## config.mk

```make
export PLATFORM = sky130hd
export DESIGN_NAME = tracking_overlap_scorer
export DESIGN_NICKNAME = d
export VERILOG_FILES = /design/src/sv/tos_pkg.sv /design/src/sv/tos_mul.sv /design/src/sv/tos_div.sv /design/src/sv/tracking_overlap_scorer.sv
export SDC_FILE = /design/constraint.sdc
export NUM_CORES = 2
export LEC_CHECK = 0
export BUFFER_PORTS_ARGS = -buffer_cell sky130_fd_sc_hd__buf_4
export CORE_MARGIN = 2
export CORE_UTILIZATION = 54
export DETAILED_ROUTE_END_ITERATION = 10
export GPL_TIMING_DRIVEN = 0
export PLACE_DENSITY = 0.72
export SLEW_MARGIN = 20
export SYNTH_ARGS = -nofsm -noshare
export SYNTH_HDL_FRONTEND = slang
export SYNTH_SLANG_ARGS = --single-unit
```

## constraint.sdc

```tcl
create_clock -name i_clk -period 8.6 [get_ports i_clk]
set_clock_uncertainty 0.2 [all_clocks]
set_input_delay 1.72 -clock i_clk [delete_from_list [all_inputs] [get_ports i_clk]]
set_output_delay 1.72 -clock i_clk [all_outputs]
set_load 0.005 [all_outputs]
```

## src/sv/tos_pkg.sv

```systemverilog
package tos_pkg;

    // Field widths of the frame and result words
    localparam int COORD_BITS = 12;
    localparam int COUNT_BITS = 16;
    localparam int FRAC_BITS  = 16;
    localparam int Q_BITS     = FRAC_BITS + 1;
    localparam int AREA_BITS  = 2 * COORD_BITS;
    localparam int DIV_BITS   = AREA_BITS + 1;
    localparam int TOTAL_BITS = COUNT_BITS + FRAC_BITS + 1;

    localparam logic [Q_BITS-1:0]     ONE_Q        = {1'b1, {FRAC_BITS{1'b0}}};
    localparam logic [Q_BITS-1:0]     THRESH_RESET = ONE_Q >> 1;
    localparam logic [COUNT_BITS-1:0] COUNT_MAX    = {COUNT_BITS{1'b1}};
    localparam logic [TOTAL_BITS-1:0] TOTAL_MAX    = {TOTAL_BITS{1'b1}};

    typedef struct packed {
        logic [COORD_BITS-1:0] truth_x;
        logic [COORD_BITS-1:0] truth_y;
        logic [COORD_BITS-1:0] truth_w;
        logic [COORD_BITS-1:0] truth_h;
        logic                  has_output;
        logic [COORD_BITS-1:0] out_x;
        logic [COORD_BITS-1:0] out_y;
        logic [COORD_BITS-1:0] out_w;
        logic [COORD_BITS-1:0] out_h;
        logic                  run_end;
    } t_in_word;

    typedef struct packed {
        logic [Q_BITS-1:0]     overlap;
        logic                  hit;
        logic [COUNT_BITS-1:0] frames_seen;
        logic [COUNT_BITS-1:0] hits_seen;
        logic                  run_done;
        logic [Q_BITS-1:0]     hit_score;
        logic [Q_BITS-1:0]     mean_overlap;
    } t_out_word;

    typedef struct packed {
        logic                  start;
        logic [COORD_BITS-1:0] a;
        logic [COORD_BITS-1:0] b;
    } t_mul_req;

    typedef struct packed {
        logic                 done;
        logic [AREA_BITS-1:0] prod;
    } t_mul_rsp;

    typedef struct packed {
        logic                start;
        logic [DIV_BITS-1:0] num_hi;
        logic [Q_BITS-1:0]   num_lo;
        logic [DIV_BITS-1:0] den;
    } t_div_req;

    typedef struct packed {
        logic              done;
        logic [Q_BITS-1:0] quot;
    } t_div_rsp;

    typedef enum logic [3:0] {
        S_IDLE,
        S_SPAN,
        S_MUL,
        S_UNION,
        S_IOU_GO,
        S_IOU,
        S_TALLY,
        S_SCORE_GO,
        S_SCORE,
        S_MEAN_GO,
        S_MEAN,
        S_WAIT
    } t_state;

endpackage

```

## src/sv/tos_mul.sv

```systemverilog
// Shift-and-add multiplier, one multiplier bit per cycle
module tos_mul (
    input  logic              i_clk,
    input  logic              i_rst_n,
    input  tos_pkg::t_mul_req i_req,
    output tos_pkg::t_mul_rsp o_rsp
);

    localparam int CNT_W = $clog2(tos_pkg::COORD_BITS);

    logic                           r_busy, n_busy;
    logic                           r_done, n_done;
    logic [CNT_W-1:0]               r_cnt, n_cnt;
    logic [tos_pkg::AREA_BITS-1:0]  r_acc, n_acc;
    logic [tos_pkg::AREA_BITS-1:0]  r_mcand, n_mcand;
    logic [tos_pkg::COORD_BITS-1:0] r_mplier, n_mplier;

    always_comb begin
        n_busy   = r_busy;
        n_done   = 1'b0;
        n_cnt    = r_cnt;
        n_acc    = r_acc;
        n_mcand  = r_mcand;
        n_mplier = r_mplier;
        if (i_req.start) begin
            n_busy   = 1'b1;
            n_cnt    = '0;
            n_acc    = '0;
            n_mcand  = {{(tos_pkg::AREA_BITS - tos_pkg::COORD_BITS){1'b0}}, i_req.a};
            n_mplier = i_req.b;
        end else if (r_busy) begin
            if (r_mplier[0]) begin
                n_acc = r_acc + r_mcand;
            end
            n_mcand  = {r_mcand[tos_pkg::AREA_BITS-2:0], 1'b0};
            n_mplier = {1'b0, r_mplier[tos_pkg::COORD_BITS-1:1]};
            n_cnt    = r_cnt + 1'b1;
            if (r_cnt == CNT_W'(tos_pkg::COORD_BITS - 1)) begin
                n_busy = 1'b0;
                n_done = 1'b1;
            end
        end
    end

    always_ff @(posedge i_clk) begin
        if (!i_rst_n) begin
            r_busy <= 1'b0;
            r_done <= 1'b0;
        end else begin
            r_busy <= n_busy;
            r_done <= n_done;
        end
    end

    always_ff @(posedge i_clk) begin
        r_cnt    <= n_cnt;
        r_acc    <= n_acc;
        r_mcand  <= n_mcand;
        r_mplier <= n_mplier;
    end

    assign o_rsp.done = r_done;
    assign o_rsp.prod = r_acc;

endmodule

```

## src/sv/tos_div.sv

```systemverilog
// Restoring divider, one quotient bit per cycle; quotient capped at one
module tos_div (
    input  logic              i_clk,
    input  logic              i_rst_n,
    input  tos_pkg::t_div_req i_req,
    output tos_pkg::t_div_rsp o_rsp
);

    localparam int CNT_W = $clog2(tos_pkg::Q_BITS);

    logic                         r_busy, n_busy;
    logic                         r_done, n_done;
    logic                         r_over, n_over;
    logic [CNT_W-1:0]             r_cnt, n_cnt;
    logic [tos_pkg::DIV_BITS-1:0] r_rem, n_rem;
    logic [tos_pkg::DIV_BITS-1:0] r_den, n_den;
    logic [tos_pkg::Q_BITS-1:0]   r_low, n_low;
    logic [tos_pkg::Q_BITS-1:0]   r_quot, n_quot;
    logic [tos_pkg::DIV_BITS:0]   trial;
    logic [tos_pkg::DIV_BITS:0]   diff;
    logic                         ge;

    assign trial = {r_rem, r_low[tos_pkg::Q_BITS-1]};
    assign ge    = trial >= {1'b0, r_den};
    assign diff  = trial - {1'b0, r_den};

    always_comb begin
        n_busy = r_busy;
        n_done = 1'b0;
        n_over = r_over;
        n_cnt  = r_cnt;
        n_rem  = r_rem;
        n_den  = r_den;
        n_low  = r_low;
        n_quot = r_quot;
        if (i_req.start) begin
            n_busy = 1'b1;
            n_cnt  = '0;
            n_rem  = i_req.num_hi;
            n_den  = i_req.den;
            n_low  = i_req.num_lo;
            n_quot = '0;
            // quotient would need more bits than it has: saturate
            n_over = i_req.num_hi >= i_req.den;
        end else if (r_busy) begin
            n_rem  = ge ? diff[tos_pkg::DIV_BITS-1:0] : trial[tos_pkg::DIV_BITS-1:0];
            n_low  = {r_low[tos_pkg::Q_BITS-2:0], 1'b0};
            n_quot = {r_quot[tos_pkg::Q_BITS-2:0], ge};
            n_cnt  = r_cnt + 1'b1;
            if (r_cnt == CNT_W'(tos_pkg::Q_BITS - 1)) begin
                n_busy = 1'b0;
                n_done = 1'b1;
            end
        end
    end

    always_ff @(posedge i_clk) begin
        if (!i_rst_n) begin
            r_busy <= 1'b0;
            r_done <= 1'b0;
        end else begin
            r_busy <= n_busy;
            r_done <= n_done;
        end
    end

    always_ff @(posedge i_clk) begin
        r_over <= n_over;
        r_cnt  <= n_cnt;
        r_rem  <= n_rem;
        r_den  <= n_den;
        r_low  <= n_low;
        r_quot <= n_quot;
    end

    assign o_rsp.done = r_done;
    assign o_rsp.quot = (r_over || (r_quot > tos_pkg::ONE_Q)) ? tos_pkg::ONE_Q : r_quot;

endmodule

```

## src/sv/tracking_overlap_scorer.sv

```systemverilog
// One frame word is worked on at a time; the input stalls while the sequencer is busy.
// The next word is taken once the result is registered and the sequencer is idle; an output
// stall holds the sequencer until the result register is free.
// The work is done by three serial multipliers and one serial divider,
// which runs once per frame and twice more for the run summary.
// Reset (synchronous, active low): tallies cleared, threshold 0.5, no result pending.
module tracking_overlap_scorer (
    input  logic                          i_clk,
    input  logic                          i_rst_n,
    input  logic                          i_in_valid,
    output logic                          o_in_stall,
    input  tos_pkg::t_in_word             i_in_word,
    output logic                          o_out_valid,
    input  logic                          i_out_stall,
    output tos_pkg::t_out_word            o_out_word,
    input  logic                          i_cfg_wr_en,
    input  logic [tos_pkg::Q_BITS-1:0]    i_cfg_wr_data
);

    tos_pkg::t_state r_state, n_state;

    // Frame word under work and the run tallies
    tos_pkg::t_in_word                r_in, n_in;
    logic [tos_pkg::Q_BITS-1:0]       r_thr, n_thr;
    logic [tos_pkg::COUNT_BITS-1:0]   r_frames, n_frames;
    logic [tos_pkg::COUNT_BITS-1:0]   r_hits, n_hits;
    logic [tos_pkg::TOTAL_BITS-1:0]   r_total, n_total;

    // Per-frame results
    logic [tos_pkg::DIV_BITS-1:0]     r_uni, n_uni;
    logic [tos_pkg::Q_BITS-1:0]       r_ov, n_ov;
    logic                             r_hit, n_hit;
    logic [tos_pkg::Q_BITS-1:0]       r_score, n_score;
    logic [tos_pkg::Q_BITS-1:0]       r_mean, n_mean;

    // Output register: parts the sequencer from the downstream stall
    tos_pkg::t_out_word               r_out_word, n_out_word;
    logic                             r_out_valid, n_out_valid;

    tos_pkg::t_mul_req                mul_inter_req, mul_truth_req, mul_track_req;
    tos_pkg::t_mul_rsp                mul_inter_rsp, mul_truth_rsp, mul_track_rsp;
    tos_pkg::t_div_req                div_req;
    tos_pkg::t_div_rsp                div_rsp;

    logic                             mul_done;
    logic                             out_free;
    logic [tos_pkg::COORD_BITS-1:0]   span_x, span_y;
    logic [tos_pkg::Q_BITS-1:0]       ov_now;
    logic                             hit_now;
    logic [tos_pkg::TOTAL_BITS:0]     total_sum;

    // Overlap of spans [a0, a0 + al) and [b0, b0 + bl); zero when disjoint or touching
    function automatic logic [tos_pkg::COORD_BITS-1:0] span_len(
        input logic [tos_pkg::COORD_BITS-1:0] a0,
        input logic [tos_pkg::COORD_BITS-1:0] al,
        input logic [tos_pkg::COORD_BITS-1:0] b0,
        input logic [tos_pkg::COORD_BITS-1:0] bl
    );
        logic [tos_pkg::COORD_BITS:0] lo;
        logic [tos_pkg::COORD_BITS:0] ae;
        logic [tos_pkg::COORD_BITS:0] be;
        logic [tos_pkg::COORD_BITS:0] hi;
        logic [tos_pkg::COORD_BITS:0] len;
        lo  = (a0 > b0) ? {1'b0, a0} : {1'b0, b0};
        ae  = {1'b0, a0} + {1'b0, al};
        be  = {1'b0, b0} + {1'b0, bl};
        hi  = (ae < be) ? ae : be;
        len = (hi > lo) ? (hi - lo) : '0;
        return len[tos_pkg::COORD_BITS-1:0];
    endfunction

    assign span_x   = span_len(r_in.truth_x, r_in.truth_w, r_in.out_x, r_in.out_w);
    assign span_y   = span_len(r_in.truth_y, r_in.truth_h, r_in.out_y, r_in.out_h);
    assign mul_done = mul_inter_rsp.done & mul_truth_rsp.done & mul_track_rsp.done;
    assign out_free = !r_out_valid || !i_out_stall;

    // Overlap is zero without a tracker box or with an empty union
    assign ov_now    = (!r_in.has_output || (r_uni == '0)) ? '0 : div_rsp.quot;
    assign hit_now   = ov_now >= r_thr;
    assign total_sum = {1'b0, r_total}
                     + {{(tos_pkg::TOTAL_BITS + 1 - tos_pkg::Q_BITS){1'b0}}, ov_now};

    // Areas and intersection, one multiplier bit a cycle, all three side by side
    tos_mul u_mul_inter (
        .i_clk   (i_clk),
        .i_rst_n (i_rst_n),
        .i_req   (mul_inter_req),
        .o_rsp   (mul_inter_rsp)
    );

    tos_mul u_mul_truth (
        .i_clk   (i_clk),
        .i_rst_n (i_rst_n),
        .i_req   (mul_truth_req),
        .o_rsp   (mul_truth_rsp)
    );

    tos_mul u_mul_track (
        .i_clk   (i_clk),
        .i_rst_n (i_rst_n),
        .i_req   (mul_track_req),
        .o_rsp   (mul_track_rsp)
    );

    // One divider shared by the overlap, the hit score and the mean overlap
    tos_div u_div (
        .i_clk   (i_clk),
        .i_rst_n (i_rst_n),
        .i_req   (div_req),
        .o_rsp   (div_rsp)
    );

    // Next state
    always_comb begin
        n_state = r_state;
        case (r_state)
            tos_pkg::S_IDLE: begin
                if (i_in_valid) begin
                    n_state = tos_pkg::S_SPAN;
                end
            end
            tos_pkg::S_SPAN: begin
                n_state = tos_pkg::S_MUL;
            end
            tos_pkg::S_MUL: begin
                if (mul_done) begin
                    n_state = tos_pkg::S_UNION;
                end
            end
            tos_pkg::S_UNION: begin
                n_state = tos_pkg::S_IOU_GO;
            end
            tos_pkg::S_IOU_GO: begin
                n_state = tos_pkg::S_IOU;
            end
            tos_pkg::S_IOU: begin
                if (div_rsp.done) begin
                    n_state = tos_pkg::S_TALLY;
                end
            end
            tos_pkg::S_TALLY: begin
                n_state = r_in.run_end ? tos_pkg::S_SCORE_GO : tos_pkg::S_WAIT;
            end
            tos_pkg::S_SCORE_GO: begin
                n_state = tos_pkg::S_SCORE;
            end
            tos_pkg::S_SCORE: begin
                if (div_rsp.done) begin
                    n_state = tos_pkg::S_MEAN_GO;
                end
            end
            tos_pkg::S_MEAN_GO: begin
                n_state = tos_pkg::S_MEAN;
            end
            tos_pkg::S_MEAN: begin
                if (div_rsp.done) begin
                    n_state = tos_pkg::S_WAIT;
                end
            end
            tos_pkg::S_WAIT: begin
                if (out_free) begin
                    n_state = tos_pkg::S_IDLE;
                end
            end
            default: begin
                n_state = tos_pkg::S_IDLE;
            end
        endcase
    end

    // Sequencer outputs: unit requests and the input stall
    always_comb begin
        o_in_stall          = (r_state != tos_pkg::S_IDLE);
        mul_inter_req.start = (r_state == tos_pkg::S_SPAN);
        mul_inter_req.a     = span_x;
        mul_inter_req.b     = span_y;
        mul_truth_req.start = (r_state == tos_pkg::S_SPAN);
        mul_truth_req.a     = r_in.truth_w;
        mul_truth_req.b     = r_in.truth_h;
        mul_track_req.start = (r_state == tos_pkg::S_SPAN);
        mul_track_req.a     = r_in.out_w;
        mul_track_req.b     = r_in.out_h;

        // intersection << FRAC_BITS over the union; the high part is below the union
        div_req.start  = 1'b0;
        div_req.num_hi = {{(tos_pkg::DIV_BITS - tos_pkg::AREA_BITS + 1){1'b0}},
                          mul_inter_rsp.prod[tos_pkg::AREA_BITS-1:1]};
        div_req.num_lo = {mul_inter_rsp.prod[0], {tos_pkg::FRAC_BITS{1'b0}}};
        div_req.den    = r_uni;
        case (r_state)
            tos_pkg::S_IOU_GO: begin
                div_req.start = 1'b1;
            end
            tos_pkg::S_SCORE_GO: begin
                div_req.start  = 1'b1;
                div_req.num_hi = {{(tos_pkg::DIV_BITS - tos_pkg::COUNT_BITS + 1){1'b0}},
                                  r_hits[tos_pkg::COUNT_BITS-1:1]};
                div_req.num_lo = {r_hits[0], {tos_pkg::FRAC_BITS{1'b0}}};
                div_req.den    = {{(tos_pkg::DIV_BITS - tos_pkg::COUNT_BITS){1'b0}}, r_frames};
            end
            tos_pkg::S_MEAN_GO: begin
                div_req.start  = 1'b1;
                div_req.num_hi = {{(tos_pkg::DIV_BITS - tos_pkg::COUNT_BITS){1'b0}},
                                  r_total[tos_pkg::TOTAL_BITS-1:tos_pkg::Q_BITS]};
                div_req.num_lo = r_total[tos_pkg::Q_BITS-1:0];
                div_req.den    = {{(tos_pkg::DIV_BITS - tos_pkg::COUNT_BITS){1'b0}}, r_frames};
            end
            default: begin
                div_req.start = 1'b0;
            end
        endcase
    end

    // Datapath next values
    always_comb begin
        n_in        = r_in;
        n_thr       = r_thr;
        n_frames    = r_frames;
        n_hits      = r_hits;
        n_total     = r_total;
        n_uni       = r_uni;
        n_ov        = r_ov;
        n_hit       = r_hit;
        n_score     = r_score;
        n_mean      = r_mean;
        n_out_word  = r_out_word;
        n_out_valid = r_out_valid && i_out_stall;

        if (i_cfg_wr_en) begin
            n_thr = i_cfg_wr_data;
        end

        case (r_state)
            tos_pkg::S_IDLE: begin
                if (i_in_valid) begin
                    n_in = i_in_word;
                end
            end
            tos_pkg::S_UNION: begin
                // intersection never exceeds either area, so no borrow
                n_uni = {1'b0, mul_truth_rsp.prod} + {1'b0, mul_track_rsp.prod}
                      - {1'b0, mul_inter_rsp.prod};
            end
            tos_pkg::S_TALLY: begin
                n_ov  = ov_now;
                n_hit = hit_now;
                if (r_frames != tos_pkg::COUNT_MAX) begin
                    n_frames = r_frames + 1'b1;
                end
                if (hit_now && (r_hits != tos_pkg::COUNT_MAX)) begin
                    n_hits = r_hits + 1'b1;
                end
                n_total = total_sum[tos_pkg::TOTAL_BITS] ? tos_pkg::TOTAL_MAX
                                                         : total_sum[tos_pkg::TOTAL_BITS-1:0];
                // summary fields read zero except on a run's last frame
                n_score = '0;
                n_mean  = '0;
            end
            tos_pkg::S_SCORE: begin
                if (div_rsp.done) begin
                    n_score = div_rsp.quot;
                end
            end
            tos_pkg::S_MEAN: begin
                if (div_rsp.done) begin
                    n_mean = div_rsp.quot;
                end
            end
            tos_pkg::S_WAIT: begin
                if (out_free) begin
                    n_out_valid              = 1'b1;
                    n_out_word.overlap       = r_ov;
                    n_out_word.hit           = r_hit;
                    n_out_word.frames_seen   = r_frames;
                    n_out_word.hits_seen     = r_hits;
                    n_out_word.run_done      = r_in.run_end;
                    n_out_word.hit_score     = r_score;
                    n_out_word.mean_overlap  = r_mean;
                    // drop the tallies once the run summary has left
                    if (r_in.run_end) begin
                        n_frames = '0;
                        n_hits   = '0;
                        n_total  = '0;
                    end
                end
            end
            default: begin
                n_in = r_in;
            end
        endcase
    end

    // Control state and tallies
    always_ff @(posedge i_clk) begin
        if (!i_rst_n) begin
            r_state     <= tos_pkg::S_IDLE;
            r_out_valid <= 1'b0;
            r_thr       <= tos_pkg::THRESH_RESET;
            r_frames    <= '0;
            r_hits      <= '0;
            r_total     <= '0;
        end else begin
            r_state     <= n_state;
            r_out_valid <= n_out_valid;
            r_thr       <= n_thr;
            r_frames    <= n_frames;
            r_hits      <= n_hits;
            r_total     <= n_total;
        end
    end

    // Payload registers
    always_ff @(posedge i_clk) begin
        r_in       <= n_in;
        r_uni      <= n_uni;
        r_ov       <= n_ov;
        r_hit      <= n_hit;
        r_score    <= n_score;
        r_mean     <= n_mean;
        r_out_word <= n_out_word;
    end

    assign o_out_valid = r_out_valid;
    assign o_out_word  = r_out_word;

`ifndef SYNTHESIS
    // Hits only ever count alongside a frame
    a_hits_le_frames: assert property (@(posedge i_clk) disable iff (!i_rst_n)
        r_hits <= r_frames)
        else $error("hit tally above frame tally");

    // Summary fields stay zero away from a run's last frame
    a_summary_zero: assert property (@(posedge i_clk) disable iff (!i_rst_n)
        (o_out_valid && !o_out_word.run_done)
            |-> (o_out_word.hit_score == '0 && o_out_word.mean_overlap == '0))
        else $error("summary field set outside run end");

    // Every result word counts at least its own frame
    a_frames_nonzero: assert property (@(posedge i_clk) disable iff (!i_rst_n)
        o_out_valid |-> (o_out_word.frames_seen != '0))
        else $error("result word with zero frame count");

    // The divider only finishes while the sequencer waits for it
    a_div_done_state: assert property (@(posedge i_clk) disable iff (!i_rst_n)
        div_rsp.done |-> (r_state == tos_pkg::S_IOU || r_state == tos_pkg::S_SCORE
                          || r_state == tos_pkg::S_MEAN))
        else $error("divider finished outside a waiting state");
`endif

endmodule
```

## After elaboration in Yosys (flattened, before gate mapping)

Index checks and enable logic that the tools add are counted.

| storage, ports and cells | value |
|---|---|
| bits in latches | 0 |
| output and inout port bits | 87 |
| register bits after elaboration | 637 |
| memories kept | 0 |
| ROM bits | 0 |
| memory bits (writable) | 0 |

| operators by class | value |
|---|---|
| multiply operators | 0 |
| div/mod/pow operators | 0 |
| bitwise logic cells | 7 |
| multiplexer cells | 66 |
| reduce and logical (&&, ||, !) cells | 34 |
| add/sub/neg operators | 19 |
| order comparisons | 10 |
| shift operators | 0 |
| eq/ne operators | 26 |

Operator list:

| cell | count |
|---|---|
| 2-to-1 mux 12 bit | 16 |
| case mux 65 bit (2 select lines) | 1 |
| 2-to-1 mux 33 bit | 3 |
| 2-to-1 mux 17 bit | 5 |
| 2-to-1 mux 25 bit | 3 |
| adder 24 bit | 3 |
| case mux 17 bit (2 select lines) | 2 |
| case mux 33 bit (2 select lines) | 1 |
| 2-to-1 mux 16 bit | 4 |
| case mux 16 bit (2 select lines) | 2 |
| adder 12 x 12 -> 13 bit | 4 |
| case mux 4 bit (12 select lines) | 1 |
| adder 33 x 17 -> 34 bit | 1 |
| adder 16 x 1 -> 16 bit (second input constant) | 2 |
| inequality test 16 bit (second input constant) | 2 |
| equality test 4 bit (second input constant) | 7 |
| 2-to-1 mux 4 bit | 7 |
| greater-or-equal comparator 26 x 25 -> 1 bit | 1 |
| greater-than comparator 13 x 12 -> 1 bit | 2 |
| < comparator 13 bit | 2 |
| 2-to-1 mux 13 bit | 2 |
| adder 24 x 24 -> 25 bit | 1 |
| greater-or-equal comparator 23 x 25 -> 1 bit | 1 |
| zero test 25 bit | 1 |
| other kinds (28) | 88 |

## Longest topological paths before layout

| depth | value |
|---|---|
| depth after elaboration | 8 |
| mapped depth | 29 |
| mapped depth without buffers | 28 |

## Modules after synthesis

A second synthesis with hierarchy kept.

| second synthesis, totals | value |
|---|---|
| cells, all modules | 3643 |
| area, all modules | 37726.2 um2 |

By module, submodules not included:

| module | cells an instance | area each (um2) | times used |
|---|---|---|---|
| tracking_overlap_scorer | 1964 | 20646.1 | 1 |
| tos_mul | 370 | 3736.1 | 3 |
| tos_div | 569 | 5871.9 | 1 |

## Worst setup path after synthesis

Ideal clock, no wire load.

| timing path | value |
|---|---|
| path kind | input port to flip-flop |
| start point | input port i_out_stall |
| end point | register r_out_word (netlist bit o_out_word[0]), enable pin |
| path slack | 2.100 ns |
| buffers on the path | 0 |
| cell stages on the path | 1 |
| arrival time | 5.744 ns |
| library setup time | 0.556 ns |
| data required time | 7.844 ns |
| cell sequence | a21oi_1 |

| between the ends | value |
|---|---|
| word-level cells in the longest chain between the ends | 3 |

Ends and longest elaborated chain:

| what | RTL line | RTL |
|---|---|---|
| start, declared | tracking_overlap_scorer.sv:14 | `input logic i_out_stall,` |
| zero test 1 bit | tracking_overlap_scorer.sv:75 | `assign out_free = !r_out_valid \|\| !i_out_stall;` |
| logical OR 1 bit | tracking_overlap_scorer.sv:75 |  |
| AND reduction 2 bit (no source line) | - |  |
| end signal, assigned | tracking_overlap_scorer.sv:320 | `r_out_word <= n_out_word;` |
| end, declared | tracking_overlap_scorer.sv:37 | `tos_pkg::t_out_word r_out_word, n_out_word;` |

No other way between the ends.
A chain may end at the register's enable or synchronous reset.

## Final worst setup path

| timing path | value |
|---|---|
| start point | register r_in[75] (netlist name) |
| end point | register u_mul_inter.r_mplier[9] (netlist name) (data pin) |

| between the ends | value |
|---|---|
| word-level cells in the longest chain between the ends | 6 |
| elaborated cells between the ends (all ways) | 9 |
| classes of those cells | add/sub: 2; order compare: 3; mux: 4 |

Ends and longest elaborated chain:

| what | RTL line | RTL |
|---|---|---|
| start, declared | tracking_overlap_scorer.sv:23 | `tos_pkg::t_in_word r_in, n_in;` |
| start signal, assigned | tracking_overlap_scorer.sv:314 | `r_in <= n_in;` |
| adder 12 x 12 -> 13 bit | tracking_overlap_scorer.sv:65 | `ae = {1'b0, a0} + {1'b0, al};` |
| < comparator 13 bit | tracking_overlap_scorer.sv:67 | `hi = (ae < be) ? ae : be;` |
| 2-to-1 mux 13 bit | tracking_overlap_scorer.sv:67 |  |
| subtractor 12 bit / greater-than comparator 13 x 12 -> 1 bit (equally long branches) | tracking_overlap_scorer.sv:68 | `len = (hi > lo) ? (hi - lo) : '0;` |
| 2-to-1 mux 12 bit (*) | tracking_overlap_scorer.sv:68 |  |
| 2-to-1 mux 12 bit (*) | tos_mul.sv:25 | `if (i_req.start) begin` |
| named net u_mul_inter.n_mplier, one bit | tos_mul.sv:16 | `logic [tos_pkg::COORD_BITS-1:0] r_mplier, n_mplier;` |
| end signal, assigned | tos_mul.sv:59 | `r_mplier <= n_mplier;` |
| end, declared | tos_mul.sv:16 |  |

Mark *: on every way through the listed nets, which the timed path passes. The rest lies on a longest branch.

==> reports/qor.yml <==
yosysUniqueCellTypes: 95
tightest_slew_ps: 1049
drc: 1
hold_depth: 0
grt_pass1_wl_um: 144300
cts_resized: 0
io_buffers: 205
wl_per_cell_um: 19.26
clkSlewWorstSetupHoldPaths_ps: 60
dpl_cell_area_um2: 38940
r2r-end: "u_mul_inter.r_mplier[9]$_DFFE_PP_"
layout_setup_ws_ps: 1358
grt_pass1_vias: 26170
synth_edf_count: 400
setup_viol: 0
max-slew-margin-rel_pct: 29.52
fmax_mhz: 138.1
cts_hold_buffers: 0
grt_setup_unrepaired: "false"
syn_avg_cell_area_um2: 10.00
synthTopCellsByCount: "417 x nand2_1, 400 x edfxtp_1, 303 x ha_1"
drv_slew: 0
worstSetupEndpointType: "flip-flop"
postSynth.asyncResetShare_pct: 0
postRouteAntennaNets: 0
synth_area_leaders: "edfxtp_1 33%, dfxtp_1 13%, ha_1 10%, nand2_1 4.3%, mux2i_1 3.3%"
grt-ovfl-total: 0
tritoncts: "built"
syn_to_final_growth_pct: 14.32
antenna_found_initial: 2
status: "finished with violations"
cts_max_level: 3
start_kind: "flip-flop"
min_from: "r_score[0]$_SDFFCE_PN0P_"
ys_seq_area_share_pct: 46.41
required_ps: 8780
syn_nets: 4067
place_hpwl_um: 71420
root_buffer: "clkbuf_16"
max-cap-violations: 0
critical_path.max_fanout: 10
synth.most_common_cell: "nand2_1"
design_area_um2: 41280
ys.flop_type: "edfxtp_1"
die_w_um: 262.6
via_count: 27480
r2r_slack_ps: 1360
ioPinCount: 207
diodes: 0
fin_nets: 4350
cp-startpoint: "r_in[75]$_DFFE_PP_"
min_period_ps: 7242
cts_buffers: 68
syn_inst: 3609
yosysWarnings: 0
drtPass1Iterations: 8
crit_type: "reg2reg"
syn_area_um2: 36110
min_to: "o_out_word[17]$_DFFE_PP_"
gp_congestion: 0.9611
track_usage_pct: 26.44
die_y_um: 262.6
r2r_start: "r_in[75]$_DFFE_PP_"
first_iter_violations: 2133
ys_ff_latch: 637
worstRegToRegCells: 27
die_area_um2: 68950
synth.top_cell.area_share_pct: 33.27
p_per_area_nw_per_um2: 336.2
start_util_pct: 54.72
core_um2: 65980
period_share_pct: 84.21
pre_cts_ws_ps: 1503
hold_viol: 0
ir_worst_vdd_mv: 0.2927
postCtsSetupRepairBufs: 0
cts_num_sinks: 637
synth_area_leader_cell: "edfxtp_1"
routed_wl_um: 92680
p_leak_nw: 17.53
grt_max_degree: 61
arrival_ps: 7420
violations: "DRC"
min_path_type: "reg2reg"
clk_latency_ps: 630
clock_path_buffers: 3
rows: 94
layout-drive-gt1-share_pct: 9.653
viasPerCell: 5.713
-- sequential cells by signal, summed over array words and instances (netlist names), 16 cells and up --
| signal | flops |
|---|---|
| mul_track_req | 24 |
| u_mul_inter.r_mcand | 24 |
| o_out_word | 85 |
| r_ov | 17 |
| u_div.r_den | 25 |
| r_thr | 17 |
| mul_truth_req | 24 |
| u_mul_track.r_mcand | 24 |
| u_mul_inter.r_acc | 24 |
| r_score | 17 |
| u_mul_truth.r_mcand | 24 |
| u_div.r_rem | 25 |
| r_mean | 17 |
| r_hits | 16 |
| u_mul_track.r_acc | 24 |
| r_total | 33 |
| u_div.r_quot | 17 |
| u_div.r_low | 17 |
| r_frames | 16 |
| u_mul_truth.r_acc | 24 |
| r_uni | 25 |
| r_in | 50 |
-- critical path: stages (launching register included) --
cell,delay (ps)
edfxtp_1,510
ha_1,340
a21o_1,170
a21oi_1,200
nor2b_1,80
o21a_1,190
o31ai_1,260
o21ai_0,210
or4_1,430
o311a_1,150
xnor2_1,220
inv_1,70
ha_1,310
o2111ai_1,180
a31oi_1,150
o21ai_1,590
clkbuf_1,400
o21ai_0,190
ha_1,410
a21o_1,200
a21o_1,180
a41o_1,240
nand3_1,140
a31oi_1,150
a21o_1,210
a22oi_1,210
buf_2,240
o21ai_0,110
-- through the flow --
stage	cells	util [%]	hold slack [ps]	setup TNS [ps]	total power [W]
floorplan	3609	-	200.3	0	0.009240
global placement	4678	58.69	201.2	-14010	0.01066
detailed placement	4686	59.02	204.5	0	0.01078
CTS	4811	62.55	198.9	0	0.01385
global route	4811	62.56	200.3	0	0.01486
finish	4811	62.56	199.8	0	0.01388
-- logic make-up after synthesis --
group	share of synthesized area, %
XOR/XNOR	4.463
flip-flops	46.41
buffers and inverters	3.937
AO/OA/AOI/OAI	14.62
AND/OR/NAND/NOR	14.59
multiplexers	3.545
adder cells (fa/ha/maj)	12.44
-- metal layers --
metal	global-route usage, %	wire [µm]	share of wire, %
met5	0	12	0.013
met4	9.568	3196	3.4
met3	3.345	5378	5.8
met2	44.07	43360	47
met1	35.49	40730	44
-- report_power, final --
group / switching, W / total [W] / internal [W] / leakage (nW)
registers: 0.000405 / 0.00439 / 0.00399 / 5.64
logic: 0.00375 / 0.00646 / 0.00271 / 10.8
clock network: 0.00127 / 0.00302 / 0.00176 / 1.13
-- how the worst max path moves through the flow --
stage / to / cells past startpoint / slack, ps
finish: u_mul_inter.r_mplier[9]$_DFFE_PP_ / 27 / 1360
global route: u_mul_inter.r_mcand[5]$_DFFE_PP_ / 27 / 690
CTS: u_mul_inter.r_mcand[0]$_SDFFCE_PP0P_ / 27 / 1450
detailed placement: u_mul_inter.r_mcand[0]$_SDFFCE_PP0P_ / 27 / 1500
global placement: o_out_word[68]$_DFFE_PP_ / 2 / -170
floorplan: o_out_word[0]$_DFFE_PP_ / 1 / 2100
-- final cells by class --
type                       count  area (µm²)
clock buffer                  88        1848
tap                          864        1081
fill                        5361       24700
multi-input combinational   2600       17970
inverter                     258       968.4
buffer                       114       454.2
sequential                   637       16760
timing repair buffer         213        1715
clock inverter                37       480.5
-- cells in the final DEF, fill, tap and decap left out, drive strengths merged, types with 11 or more instances in the layout --
master and instances:
nor4 12, clkinv 28, a21oi 238, and3 36
or2 12, o211ai 20, a211oi 32, buf 240
ha 303, nand2b 43, nand3 62, nand2 418
a21o 91, clkbuf 175, xnor2 110, edfxtp 400
o21ai 203, a22o 29, o21bai 27, o21a 36
nor3 61, nor2 280, and2 64, inv 260
fa 35, nand4 39, a31oi 39, xor2 74
dfxtp 237, or3 14, a22oi 19, nor2b 49
mux2i 120, a21boi 11
Note: power is estimated with default switching activity, not from simulation.
